===== config.mk =====
export PLATFORM = sky130hd
export DESIGN_NAME = pausable_event_deadline_table
export DESIGN_NICKNAME = d
export VERILOG_FILES = /design/src/sv/pedt_pkg.sv /design/src/sv/pedt_cell.sv /design/src/sv/pedt_chain.sv /design/src/sv/pausable_event_deadline_table.sv
export SDC_FILE = /design/constraint.sdc
export NUM_CORES = 2
export LEC_CHECK = 0
export BUFFER_PORTS_ARGS = -buffer_cell sky130_fd_sc_hd__buf_4
export CAP_MARGIN = 40
export CELL_PAD_IN_SITES_DETAIL_PLACEMENT = 0
export CELL_PAD_IN_SITES_GLOBAL_PLACEMENT = 1
export CORE_MARGIN = 2
export CORE_UTILIZATION = 40
export CTS_CLUSTER_SIZE = 25
export DETAILED_ROUTE_END_ITERATION = 12
export HOLD_SLACK_MARGIN = 0.02
export PLACE_DENSITY = 0.64
export SETUP_SLACK_MARGIN = 0.1
export SLEW_MARGIN = 5
export SYNTH_ARGS = -nofsm -noshare
export SYNTH_HDL_FRONTEND = slang
export SYNTH_SLANG_ARGS = --single-unit

===== constraint.sdc =====
create_clock -name clk -period 32.8 [get_ports clk]
set_input_delay 0 -clock clk [delete_from_list [all_inputs] [get_ports clk]]
set_output_delay 0 -clock clk [all_outputs]
set_load 0.03 [all_outputs]

===== src/sv/pedt_pkg.sv =====
// ============================================================================
// pedt_pkg - shared types and constants for the event deadline table
// Request codes, result codes, controller states and the wait unit scale.
// ============================================================================
package pedt_pkg;

    // Request codes carried on the action field
    typedef enum logic [2:0] {
        ACT_SCHEDULE   = 3'd0,
        ACT_REMOVE     = 3'd1,
        ACT_REMOVE_ALL = 3'd2,
        ACT_FLUSH      = 3'd3,
        ACT_PAUSE      = 3'd4,
        ACT_UNPAUSE    = 3'd5,
        ACT_TICK       = 3'd6
    } action_t;

    // Result codes carried on the kind field
    typedef enum logic [2:0] {
        KIND_FIRED     = 3'd0,
        KIND_ACCEPTED  = 3'd1,
        KIND_FULL      = 3'd2,
        KIND_REMOVED   = 3'd3,
        KIND_NOT_FOUND = 3'd4,
        KIND_DONE      = 3'd5
    } kind_t;

    // Controller states, one-hot
    typedef enum logic [4:0] {
        ST_IDLE   = 5'b00001,
        ST_MUL    = 5'b00010,
        ST_SCAN   = 5'b00100,
        ST_FLUSH  = 5'b01000,
        ST_FINISH = 5'b10000
    } state_t;

    localparam int DEADLINE_W = 64;
    localparam int SCALE_W    = 30;
    localparam int WAIT_W     = 32;
    localparam int PRODUCT_W  = WAIT_W + SCALE_W;

    localparam logic [1:0] UNIT_NS = 2'd0;
    localparam logic [1:0] UNIT_US = 2'd1;
    localparam logic [1:0] UNIT_MS = 2'd2;
    localparam logic [1:0] UNIT_S  = 2'd3;

    // Nanoseconds per wait unit
    function automatic logic [SCALE_W-1:0] unit_scale(input logic [1:0] u);
        logic [SCALE_W-1:0] s;
        case (u)
            UNIT_NS: s = SCALE_W'(1);
            UNIT_US: s = SCALE_W'(1000);
            UNIT_MS: s = SCALE_W'(1000000);
            UNIT_S:  s = SCALE_W'(1000000000);
            default: s = SCALE_W'(1);
        endcase
        return s;
    endfunction

endpackage


===== src/sv/pedt_cell.sv =====
// ============================================================================
// pedt_cell - one slot of the event table
// Holds a deadline and a tag; loads a new entry or takes its upper neighbor's.
// ============================================================================
module pedt_cell
    import pedt_pkg::*;
#(
    parameter int TW = 16
)
(
    input  logic                  clk,
    input  logic                  shift,
    input  logic                  load,
    input  logic [DEADLINE_W-1:0] shift_deadline,
    input  logic [TW-1:0]         shift_tag,
    input  logic [DEADLINE_W-1:0] load_deadline,
    input  logic [TW-1:0]         load_tag,
    output logic [DEADLINE_W-1:0] deadline,
    output logic [TW-1:0]         tag
);

    logic [DEADLINE_W-1:0] deadline_reg;
    logic [TW-1:0]         tag_reg;

    // Load a new entry, else advance the neighbor's entry down
    always_ff @(posedge clk)
    begin
        if (load)
        begin
            deadline_reg <= load_deadline;
            tag_reg      <= load_tag;
        end
        else if (shift)
        begin
            deadline_reg <= shift_deadline;
            tag_reg      <= shift_tag;
        end
    end

    assign deadline = deadline_reg;
    assign tag      = tag_reg;

endmodule


===== src/sv/pedt_chain.sv =====
// ============================================================================
// pedt_chain - row of table cells
// Shifts entries toward the head and writes one entry at a chosen slot.
// ============================================================================
module pedt_chain
    import pedt_pkg::*;
#(
    parameter int SLOTS = 16,
    parameter int TW    = 16,
    parameter int IW    = 4
)
(
    input  logic                  clk,
    input  logic                  shift,
    input  logic                  load,
    input  logic [IW-1:0]         load_idx,
    input  logic [DEADLINE_W-1:0] load_deadline,
    input  logic [TW-1:0]         load_tag,
    output logic [DEADLINE_W-1:0] head_deadline,
    output logic [TW-1:0]         head_tag
);

    logic [DEADLINE_W-1:0] link_deadline [SLOTS+1];
    logic [TW-1:0]         link_tag      [SLOTS+1];

    // Feed the top cell with a blank entry
    assign link_deadline[SLOTS] = '0;
    assign link_tag[SLOTS]      = '0;

    for (genvar i = 0; i < SLOTS; i++)
    begin : g_cell
        pedt_cell #(
            .TW (TW)
        ) u_cell (
            .clk            (clk),
            .shift          (shift),
            .load           (load && (load_idx == IW'(i))),
            .shift_deadline (link_deadline[i+1]),
            .shift_tag      (link_tag[i+1]),
            .load_deadline  (load_deadline),
            .load_tag       (load_tag),
            .deadline       (link_deadline[i]),
            .tag            (link_tag[i])
        );
    end

    assign head_deadline = link_deadline[0];
    assign head_tag      = link_tag[0];

endmodule


===== src/sv/pausable_event_deadline_table.sv =====
// ============================================================================
// pausable_event_deadline_table - table of pending timed events
// Schedules, removes, pauses and fires events kept in insertion order.
// ============================================================================
// The table is a row of SLOTS cells kept packed from the head in insertion
// order. Requests are taken one at a time. Schedule goes through capture,
// multiply of the wait by its unit, and write. Pause, unpause, flush, remove
// all and a paused tick go through capture and finish only. Remove and an
// unpaused tick stream every stored entry past the head cell, one entry a
// cycle unless a fired result stalls the pass; a tick that honors a pending
// flush then fires and drops each entry left after the deadline pass, and
// then finishes the flush.
// Every fired, removed or final result goes through a one-entry output
// register, and the pass stalls when a new result finds the one there not taken.
module pausable_event_deadline_table
    import pedt_pkg::*;
#(
    parameter int SLOTS    = 16,
    parameter int TAG_BITS = 16
)
(
    input  logic        clk,
    input  logic        rst_n,
    input  logic        in_valid,
    output logic        in_ready,
    input  logic [2:0]  action,
    input  logic [1:0]  unit,
    input  logic [31:0] wait_time,
    input  logic [15:0] event_tag,
    input  logic [62:0] now_ns,
    input  logic [31:0] frame_delta_ns,
    output logic        out_valid,
    input  logic        out_ready,
    output logic [2:0]  kind,
    output logic [15:0] fired_tag,
    output logic        is_paused,
    output logic        last
);

    localparam int TW = (TAG_BITS < 16) ? TAG_BITS : 16;
    localparam int CW = $clog2(SLOTS + 1);
    localparam int IW = (SLOTS > 1) ? $clog2(SLOTS) : 1;

    // Control state
    state_t                state_reg, state_next;
    logic [CW-1:0]         count_reg, count_next;
    logic [CW-1:0]         rem_reg, rem_next;
    logic [DEADLINE_W-1:0] pause_total_reg, pause_total_next;
    logic                  paused_reg, paused_next;
    logic                  flush_reg, flush_next;
    logic                  found_reg, found_next;
    logic                  out_valid_reg, out_valid_next;

    // Request and datapath registers
    action_t               act_reg;
    logic [1:0]            unit_reg;
    logic [WAIT_W-1:0]     wait_reg;
    logic [TW-1:0]         tag_reg;
    logic [62:0]           now_reg;
    logic [31:0]           delta_reg;
    logic [PRODUCT_W-1:0]  product_reg, product_next;
    logic [DEADLINE_W-1:0] base_reg, base_next;
    kind_t                 kind_reg, kind_next;
    logic [15:0]           tag_out_reg, tag_out_next;
    logic                  paused_out_reg, paused_out_next;
    logic                  last_reg, last_next;

    // Chain control
    logic                  chain_shift;
    logic                  chain_load;
    logic [IW-1:0]         chain_idx;
    logic [DEADLINE_W-1:0] chain_deadline;
    logic [TW-1:0]         chain_tag;
    logic [DEADLINE_W-1:0] head_deadline;
    logic [TW-1:0]         head_tag;

    logic in_fire;
    logic out_free;
    logic is_tick;
    logic fire_hit;
    logic tag_hit;
    logic drop;
    logic emit;

    assign in_ready = (state_reg == ST_IDLE);
    assign in_fire  = in_valid && in_ready;
    assign out_free = !out_valid_reg || out_ready;

    // Head cell tests
    assign is_tick  = (act_reg == ACT_TICK);
    assign fire_hit = (head_deadline + pause_total_reg) <= {1'b0, now_reg};
    assign tag_hit  = (head_tag == tag_reg);
    assign drop     = is_tick ? fire_hit : (!found_reg && tag_hit);
    assign emit     = is_tick && fire_hit;

    pedt_chain #(
        .SLOTS (SLOTS),
        .TW    (TW),
        .IW    (IW)
    ) u_chain (
        .clk           (clk),
        .shift         (chain_shift),
        .load          (chain_load),
        .load_idx      (chain_idx),
        .load_deadline (chain_deadline),
        .load_tag      (chain_tag),
        .head_deadline (head_deadline),
        .head_tag      (head_tag)
    );

    // Sequence requests and drive the chain
    always_comb
    begin
        state_next       = state_reg;
        count_next       = count_reg;
        rem_next         = rem_reg;
        pause_total_next = pause_total_reg;
        paused_next      = paused_reg;
        flush_next       = flush_reg;
        found_next       = found_reg;
        product_next     = product_reg;
        base_next        = base_reg;
        kind_next        = kind_reg;
        tag_out_next     = tag_out_reg;
        paused_out_next  = paused_out_reg;
        last_next        = last_reg;
        out_valid_next   = out_valid_reg && !out_ready;
        chain_shift      = 1'b0;
        chain_load       = 1'b0;
        chain_idx        = IW'(count_reg);
        chain_deadline   = base_reg + DEADLINE_W'(product_reg);
        chain_tag        = tag_reg;

        case (state_reg)
            ST_IDLE:
            begin
                if (in_valid)
                begin
                    rem_next   = count_reg;
                    found_next = 1'b0;
                    case (action_t'(action))
                        ACT_SCHEDULE: state_next = ST_MUL;
                        ACT_REMOVE:   state_next = ST_SCAN;
                        ACT_TICK:     state_next = paused_reg ? ST_FINISH : ST_SCAN;
                        default:      state_next = ST_FINISH;
                    endcase
                end
            end

            ST_MUL:
            begin
                product_next = wait_reg * unit_scale(unit_reg);
                base_next    = {1'b0, now_reg} - pause_total_reg;
                state_next   = ST_FINISH;
            end

            ST_SCAN:
            begin
                if (rem_reg == '0)
                begin
                    state_next = (is_tick && flush_reg) ? ST_FLUSH : ST_FINISH;
                end
                else if (!emit || out_free)
                begin
                    // Pop the head; requeue it at the tail unless dropped
                    chain_shift = 1'b1;
                    rem_next    = rem_reg - CW'(1);
                    if (drop)
                    begin
                        count_next = count_reg - CW'(1);
                        if (!is_tick)
                        begin
                            found_next = 1'b1;
                        end
                    end
                    else
                    begin
                        chain_load     = 1'b1;
                        chain_idx      = IW'(count_reg - CW'(1));
                        chain_deadline = head_deadline;
                        chain_tag      = head_tag;
                    end
                    if (emit)
                    begin
                        out_valid_next  = 1'b1;
                        kind_next       = KIND_FIRED;
                        tag_out_next    = 16'(head_tag);
                        paused_out_next = paused_reg;
                        last_next       = 1'b0;
                    end
                end
            end

            ST_FLUSH:
            begin
                if (count_reg == '0)
                begin
                    state_next = ST_FINISH;
                end
                else if (out_free)
                begin
                    // Fire the head and drop it
                    chain_shift     = 1'b1;
                    count_next      = count_reg - CW'(1);
                    out_valid_next  = 1'b1;
                    kind_next       = KIND_FIRED;
                    tag_out_next    = 16'(head_tag);
                    paused_out_next = paused_reg;
                    last_next       = 1'b0;
                end
            end

            ST_FINISH:
            begin
                if (out_free)
                begin
                    out_valid_next  = 1'b1;
                    last_next       = 1'b1;
                    kind_next       = KIND_DONE;
                    tag_out_next    = '0;
                    paused_out_next = paused_reg;
                    state_next      = ST_IDLE;
                    case (act_reg)
                        ACT_SCHEDULE:
                        begin
                            tag_out_next = 16'(tag_reg);
                            if (count_reg >= CW'(SLOTS))
                            begin
                                kind_next = KIND_FULL;
                            end
                            else
                            begin
                                chain_load = 1'b1;
                                count_next = count_reg + CW'(1);
                                kind_next  = KIND_ACCEPTED;
                            end
                        end
                        ACT_REMOVE:
                        begin
                            tag_out_next = 16'(tag_reg);
                            kind_next    = found_reg ? KIND_REMOVED : KIND_NOT_FOUND;
                        end
                        ACT_REMOVE_ALL:
                        begin
                            count_next = '0;
                        end
                        ACT_FLUSH:
                        begin
                            flush_next = 1'b1;
                        end
                        ACT_PAUSE:
                        begin
                            paused_next     = 1'b1;
                            paused_out_next = 1'b1;
                        end
                        ACT_UNPAUSE:
                        begin
                            paused_next     = 1'b0;
                            paused_out_next = 1'b0;
                        end
                        ACT_TICK:
                        begin
                            if (paused_reg)
                            begin
                                pause_total_next = pause_total_reg + DEADLINE_W'(delta_reg);
                            end
                            else
                            begin
                                flush_next = 1'b0;
                            end
                        end
                        default:
                        begin
                            kind_next = KIND_DONE;
                        end
                    endcase
                end
            end

            default:
            begin
                state_next = ST_IDLE;
            end
        endcase
    end

    // Hold control state
    always_ff @(posedge clk or negedge rst_n)
    begin
        if (!rst_n)
        begin
            state_reg       <= ST_IDLE;
            count_reg       <= '0;
            rem_reg         <= '0;
            pause_total_reg <= '0;
            paused_reg      <= 1'b0;
            flush_reg       <= 1'b0;
            found_reg       <= 1'b0;
            out_valid_reg   <= 1'b0;
        end
        else
        begin
            state_reg       <= state_next;
            count_reg       <= count_next;
            rem_reg         <= rem_next;
            pause_total_reg <= pause_total_next;
            paused_reg      <= paused_next;
            flush_reg       <= flush_next;
            found_reg       <= found_next;
            out_valid_reg   <= out_valid_next;
        end
    end

    // Capture the request fields
    always_ff @(posedge clk)
    begin
        if (in_fire)
        begin
            act_reg   <= action_t'(action);
            unit_reg  <= unit;
            wait_reg  <= wait_time;
            tag_reg   <= TW'(event_tag);
            now_reg   <= now_ns;
            delta_reg <= frame_delta_ns;
        end
    end

    // Hold datapath and result payload
    always_ff @(posedge clk)
    begin
        product_reg    <= product_next;
        base_reg       <= base_next;
        kind_reg       <= kind_next;
        tag_out_reg    <= tag_out_next;
        paused_out_reg <= paused_out_next;
        last_reg       <= last_next;
    end

    assign out_valid = out_valid_reg;
    assign kind      = kind_reg;
    assign fired_tag = tag_out_reg;
    assign is_paused = paused_out_reg;
    assign last      = last_reg;

endmodule

Word-level counts from Yosys, hierarchy flattened
Cells that the tools add are included.
{"block": "classes", "reduce_logical": 61, "magnitude_cmp": 2, "n_addsub": 7, "n_eq_ne": 46, "mul": 1, "muxes": 159}
{"op": "$mux 64", "n": 36}
{"op": "$mux 16", "n": 43}
{"op": "$pmux 30 s4", "n": 1}
{"op": "$mux 5", "n": 16}
{"op": "$add 64x32->64", "n": 1}
{"op": "$add 64x62->64", "n": 1}
{"op": "$add 64x64->64", "n": 1}
{"op": "$le 64x63->1", "n": 1}
{"op": "$sub 63x64->64", "n": 1}
{"op": "$mul 32x30->62", "n": 1}
{"op": "$pmux 16 s3", "n": 1}
{"op": "$reduce_bool 2->1", "n": 18}
{"op": "$mux 1", "n": 34}
{"op": "$eq 4x4->1 const B", "n": 8}
{"op": "$mux 30", "n": 1}
{"op": "$pmux 5 s3", "n": 2}
{"op": "$pmux 5 s5", "n": 1}
{"op": "$ne 2x2->1 const B", "n": 12}
{"op": "$logic_and 1x1->1", "n": 21}
{"op": "$mux 3", "n": 7}
{"op": "$pmux 5 s2", "n": 2}
{"op": "$eq 16x16->1", "n": 1}
{"op": "$eq 4x3->1 const B", "n": 4}
{"op": "$mux 4", "n": 4}
{"op": "35 further kinds", "n": 58}
{"block": "word_totals", "regBits": 1658, "out_inout_bits": 23, "elab_cells": 328}

Longest topological paths before layout
{"block": "depth", "depth_word": 11, "depth_mapped": 31}

By module
Synthesis repeated with hierarchy kept, for this count alone.
{"block": "hier_totals", "hier_cells": 7873, "area_unflattened_um2": 110023.0}
{"mod": "pedt_cell", "area_each_um2": 3777.4, "instances": 16, "cells_each": 170, "seq_area_each_um2": 2402.3}
{"mod": "pausable_event_deadline_table", "area_each_um2": 49463.7, "instances": 1, "cells_each": 5129, "seq_area_each_um2": 10936.7}
{"mod": "pedt_chain", "area_each_um2": 121.4, "instances": 1, "cells_each": 24, "seq_area_each_um2": 0.0}

Least setup slack after synthesis
Ideal clock, no wire load.
{"block": "synth_timing", "path_type": "flip-flop to flip-flop", "start": "register pause_total_reg[16]", "end": "register u_chain.g_cell[13].u_cell.deadline_reg[0] (enable)", "setup_time_ns": 0.629, "path_slack_ns": 20.851, "path_stages_with_launch": 26, "arrival_time_ns": 11.319, "synth_period_minus_slack_ns": 11.949, "required_ns": 32.171, "n_path_buf": 2, "cell_sequence": "dfrtp_1 > ha_1 > clkbuf_1 > and4_1 > nand2_1 > nor4b_1 > and3_1 > a31o_2 > o21ai_0 > o31ai_1 > a31oi_1 > o21ai_0 > a21oi_1 > xnor2_1 > ha_1 > and4_1 > nand3_1 > or3_1 > o311ai_1 > a211oi_1 > a21oi_1 > and4b_1 > nor4_4 > buf_2 > a31oi_1 > o21ai_0"}
{"block": "synth_via", "elab_chain_len": 11}
{"item": "from (decl)", "line_no": "pausable_event_deadline_table.sv:48", "source": "logic [DEADLINE_W-1:0] pause_total_reg, pause_total_next;"}
{"item": "from (signal assigned)", "line_no": "pausable_event_deadline_table.sv:306", "source": "pause_total_reg <= pause_total_next;"}
{"item": "$add 64x64->64 (*)", "line_no": "pausable_event_deadline_table.sv:91", "source": "assign fire_hit = (head_deadline + pause_total_reg) <= {1'b0, now_reg};"}
{"item": "$le 64x63->1 (*)", "line_no": "pausable_event_deadline_table.sv:91"}
{"item": "$logic_and 1x1->1", "line_no": "pausable_event_deadline_table.sv:94", "source": "assign emit = is_tick && fire_hit;"}
{"item": "$logic_not 1->1", "line_no": "pausable_event_deadline_table.sv:163", "source": "else if (!emit || out_free)"}
{"item": "$logic_or 1x1->1", "line_no": "pausable_event_deadline_table.sv:163"}
{"item": "$mux 4", "line_no": "pausable_event_deadline_table.sv:163"}
{"item": "$mux 4", "line_no": "pausable_event_deadline_table.sv:159", "source": "if (rem_reg == '0)"}
{"item": "$mux 4", "line_no": "pausable_event_deadline_table.sv:134", "source": "case (state_reg)"}
{"item": "$eq 4x4->1", "line_no": "pedt_chain.sv:37", "source": ".load (load && (load_idx == IW'(i))),"}
{"item": "$logic_and 1x1->1", "line_no": "pedt_chain.sv:37"}
{"item": "$reduce_bool 2->1 (no line) (*)"}
{"item": "to (signal assigned)", "line_no": "pedt_cell.sv:30", "source": "deadline_reg <= load_deadline;"}
{"item": "to (signal assigned)", "line_no": "pedt_cell.sv:35", "source": "deadline_reg <= shift_deadline;"}
{"item": "to (decl)", "line_no": "pedt_cell.sv:22", "source": "logic [DEADLINE_W-1:0] deadline_reg;"}
Mark *: on every way between the ends. The rest lies on a longest branch, timed or not.
A chain may end at the register's enable or synchronous reset.

Worst setup path after layout
{"block": "layout_timing", "start": "register pause_total_reg[16]", "end": "register u_chain.g_cell[3].u_cell.deadline_reg[21] (enable)"}
{"block": "layout_via", "elab_chain_len": 11}
{"item": "$add 64x64->64 (*)", "line_no": "pausable_event_deadline_table.sv:91"}
{"item": "$le 64x63->1 (*)", "line_no": "pausable_event_deadline_table.sv:91"}
{"item": "$logic_and 1x1->1", "line_no": "pausable_event_deadline_table.sv:94"}
{"item": "$logic_not 1->1", "line_no": "pausable_event_deadline_table.sv:163"}
{"item": "$logic_or 1x1->1", "line_no": "pausable_event_deadline_table.sv:163"}
{"item": "$mux 4", "line_no": "pausable_event_deadline_table.sv:163"}
{"item": "$mux 4", "line_no": "pausable_event_deadline_table.sv:159"}
{"item": "$mux 4", "line_no": "pausable_event_deadline_table.sv:134"}
{"item": "$eq 4x2->1", "line_no": "pedt_chain.sv:37"}
{"item": "$logic_and 1x1->1", "line_no": "pedt_chain.sv:37"}
{"item": "$reduce_bool 2->1 (no line) (*)"}
{"item": "to (signal assigned)", "line_no": "pedt_cell.sv:30"}
{"item": "to (signal assigned)", "line_no": "pedt_cell.sv:35"}
{"item": "to (decl)", "line_no": "pedt_cell.sv:22"}
Marks and branches as above.

==> metrics.yaml <==
run_status:
  status: "finished, final reports clean"
clock_tree:
  clock_path_buffers: 3
  htreeDepth: 4
  clock_latency_ns: 0.90
  ctsResizeCount: 0
  clkTransAtPathRegs_ns: 0.06
  root_buffer: "clkbuf_16"
  clock_sinks: 1658
  cts_buffers: 187
  postCtsSetupRepairBufs: 0
  cts_hold_buf: 304
  cts_tree: "done"
global_routing:
  grt_pass1_wl_mm: 433
  first_global_vias: 67200
  grt_overflow: 0
  grt_max_degree: 65
  grt_usage: 0.219
  antenna_found_initial: 12
placement:
  gp_congestion: 0.924
  hpwlAfterDp_mm: 209
  portBuffers: 174
  placed_area_um2: 109000
synthesis:
  synth-edff-count: 1575
  syn_area_per_cell_um2: 12.9
  ys_seq_area_frac: 0.478
  synth_seq_cells: 1658
  netlist_instances: 8025
  ys_types: 81
  async_flop_share: 0.0501
  yosysWarnings: 0
  synth_ff_type: "edfxtp_1"
  syn_nets: 9410
  syn-cell-area_um2: 103000
finish:
  ff_latch_area_um2: 49400
  finish.net_count: 9905
  design_area_um2: 119000
  final_cell_mix: "edfxtp_1, mux2_2, inv_1"
  drive_gt1_frac: 0.198
  largest_reg_flops: 1024
  multi_input_area_um2: 49600
  fillers: 23100
  mostFrequentLayoutCell: "edfxtp_1"
  area_delta_synth_final_pct: 14.8
timing:
  whs_ns: 0.139
  worst_clock_skew_ns: 0.126
  drv_slew: 0
  slew_headroom: 0.315
  post-route-min-period_ns: 10.66
  worstMarginPinSlew_ns: 1.02
  setup_viol: 0
  max_freq_mhz: 93.8
  rsz0062_at_grt: "false"
  final-hold-violation-count: 0
  fin_crit_sh: 0.325
  fin_tns_setup_ns: 0
floorplanning:
  die_w_um: 512
  die-area_um2: 263000
  die-height_um: 512
  core_area_um2: 257000
  pin_count: 175
  rows: 186
  start_util: 0.402
critical_path:
  crit_family: "compound AO/OA/AOI/OAI gates"
  ff2ff_path_depth: 27
  r2r_slack_ns: 22.14
  critical_path_class: "flop to flop"
  endpoint_kind: "flop"
  critPathArrivalTime_ns: 11.08
  critical_path.max_stage_delay_ns: 0.73
  r2r-end: "u_chain.g_cell[3].u_cell.deadline[21]$_DFFE_PP_"
  cp_max_fo: 42
  cp-start-kind: "flop"
  required_ns: 33.21
  cp.buffers_inverters: 3
  cp_slowest_cell: "nand2b_4"
  reg2reg_from: "pause_total_reg[16]$_DFFE_PN0P_"
hold_path:
  worst_hold_path.endpoint: "state_reg[2]$_DFFE_PN0P_"
  hold_depth: 5
  hold_start: "action[1]"
  hp-class: "input port to flop"
routing:
  ant_nets: 0
  via_per_inst: 5.33
  drc: 0
  first_pass_iters: 6
  first_iter_violations: 4906
  vias: 64300
  post_drt_wl_per_cell_um: 23.7
  wirelength_mm: 287
flow_run:
  max-cap-violations: 0
## worst max path at each step
stage	to	slack, ns	depth (start not counted)	startpoint
final	u_chain.g_cell[3].u_cell.deadline[21]$_DFFE_PP_	22.14	27	pause_total_reg[16]$_DFFE_PN0P_
after global routing	u_chain.g_cell[3].u_cell.deadline[29]$_DFFE_PP_	21.43	27	pause_total_reg[16]$_DFFE_PN0P_
after CTS	u_chain.g_cell[11].u_cell.deadline[35]$_DFFE_PP_	22.25	27	pause_total_reg[8]$_DFFE_PN0P_
after detailed placement	u_chain.g_cell[11].u_cell.deadline[26]$_DFFE_PP_	22.33	27	pause_total_reg[6]$_DFFE_PN0P_
after global placement	u_chain.g_cell[11].u_cell.deadline[22]$_DFFE_PP_	22.34	27	u_chain.g_cell[0].u_cell.deadline[8]$_DFFE_PP_
after floorplan	u_chain.g_cell[13].u_cell.deadline[0]$_DFFE_PP_	20.85	25	pause_total_reg[16]$_DFFE_PN0P_
## worst register-to-register path, delay by kind of cell, from the launching register on
family | cells | cell delay [ns]
AO/OA/AOI/OAI | 15 | 4.93
adder cells (fa/ha/maj) | 2 | 0.60
AND/OR/NAND/NOR | 7 | 2.52
flip-flops | 1 | 0.42
buffers and inverters | 3 | 1.75
## synthesized netlist by cell type, drive strengths merged (19+ instances only)
library cell  number  area share
edfxtp          1575        0.46
mux2            1213        0.13
inv              908       0.033
ha               694       0.084
fa               539        0.10
nand2            430       0.016
a21oi            282       0.014
o21ai            245       0.012
and2             211       0.013
xnor2            206       0.017
nor2             200      0.0073
a21o             193       0.014
clkbuf           191      0.0069
buf              135      0.0064
xor2             124       0.011
nand3             98      0.0047
dfrtp             82       0.020
nor2b             67      0.0041
nand4             58      0.0035
nor3              58      0.0028
nand2b            50      0.0030
a31oi             48      0.0029
and3              48      0.0029
o21bai            37      0.0027
a211oi            36      0.0027
o21a              32      0.0023
nor4              21      0.0014
o31ai             21      0.0015
o211ai            19      0.0014
## logic make-up after synthesis
kind of cell | after synthesis | share of synthesized area
AOI/OAI and AO/OA | 1045 | 0.0643
xor gates and xnor gates | 330 | 0.0280
adders and majority gates | 1234 | 0.188
buffers and inverters | 1234 | 0.0463
DFF | 1658 | 0.478
muxes | 1221 | 0.133
and+or+nand+nor | 1303 | 0.0626
## per-stage QoR
step,utilization,std cells,setup slack (ns)
6_report,0.462,12100,22.14
5_1_grt,0.462,12100,21.43
4_1_cts,0.462,12100,22.25
3_5_place_dp,0.425,11400,22.33
3_3_place_gp,0.424,11400,22.34
2_1_floorplan,-,8025,20.85
## area by class of cell
type,instances,share of cell area
multi-input combinational,5133,0.418
sequential,1658,0.416
timing repair buffer,632,0.0477
clock buffer,223,0.0405
tap,3384,0.0357
inverter,908,0.0288
clock inverter,129,0.0136
antenna,7,0.000148
## routing by layer
metal / wire [µm] / GRT usage / up-vias
met5: 34 / 0 / -
met4: 6270 / 0.0502 / 4
met3: 13900 / 0.0294 / 282
met2: 132000 / 0.348 / 1507
met1: 135000 / 0.317 / 32900
li1: - / - / 29600
Power is left out: the tool's default activity adds up to more than one toggle a clock period on the data nets, which glitch-free logic cannot reach.
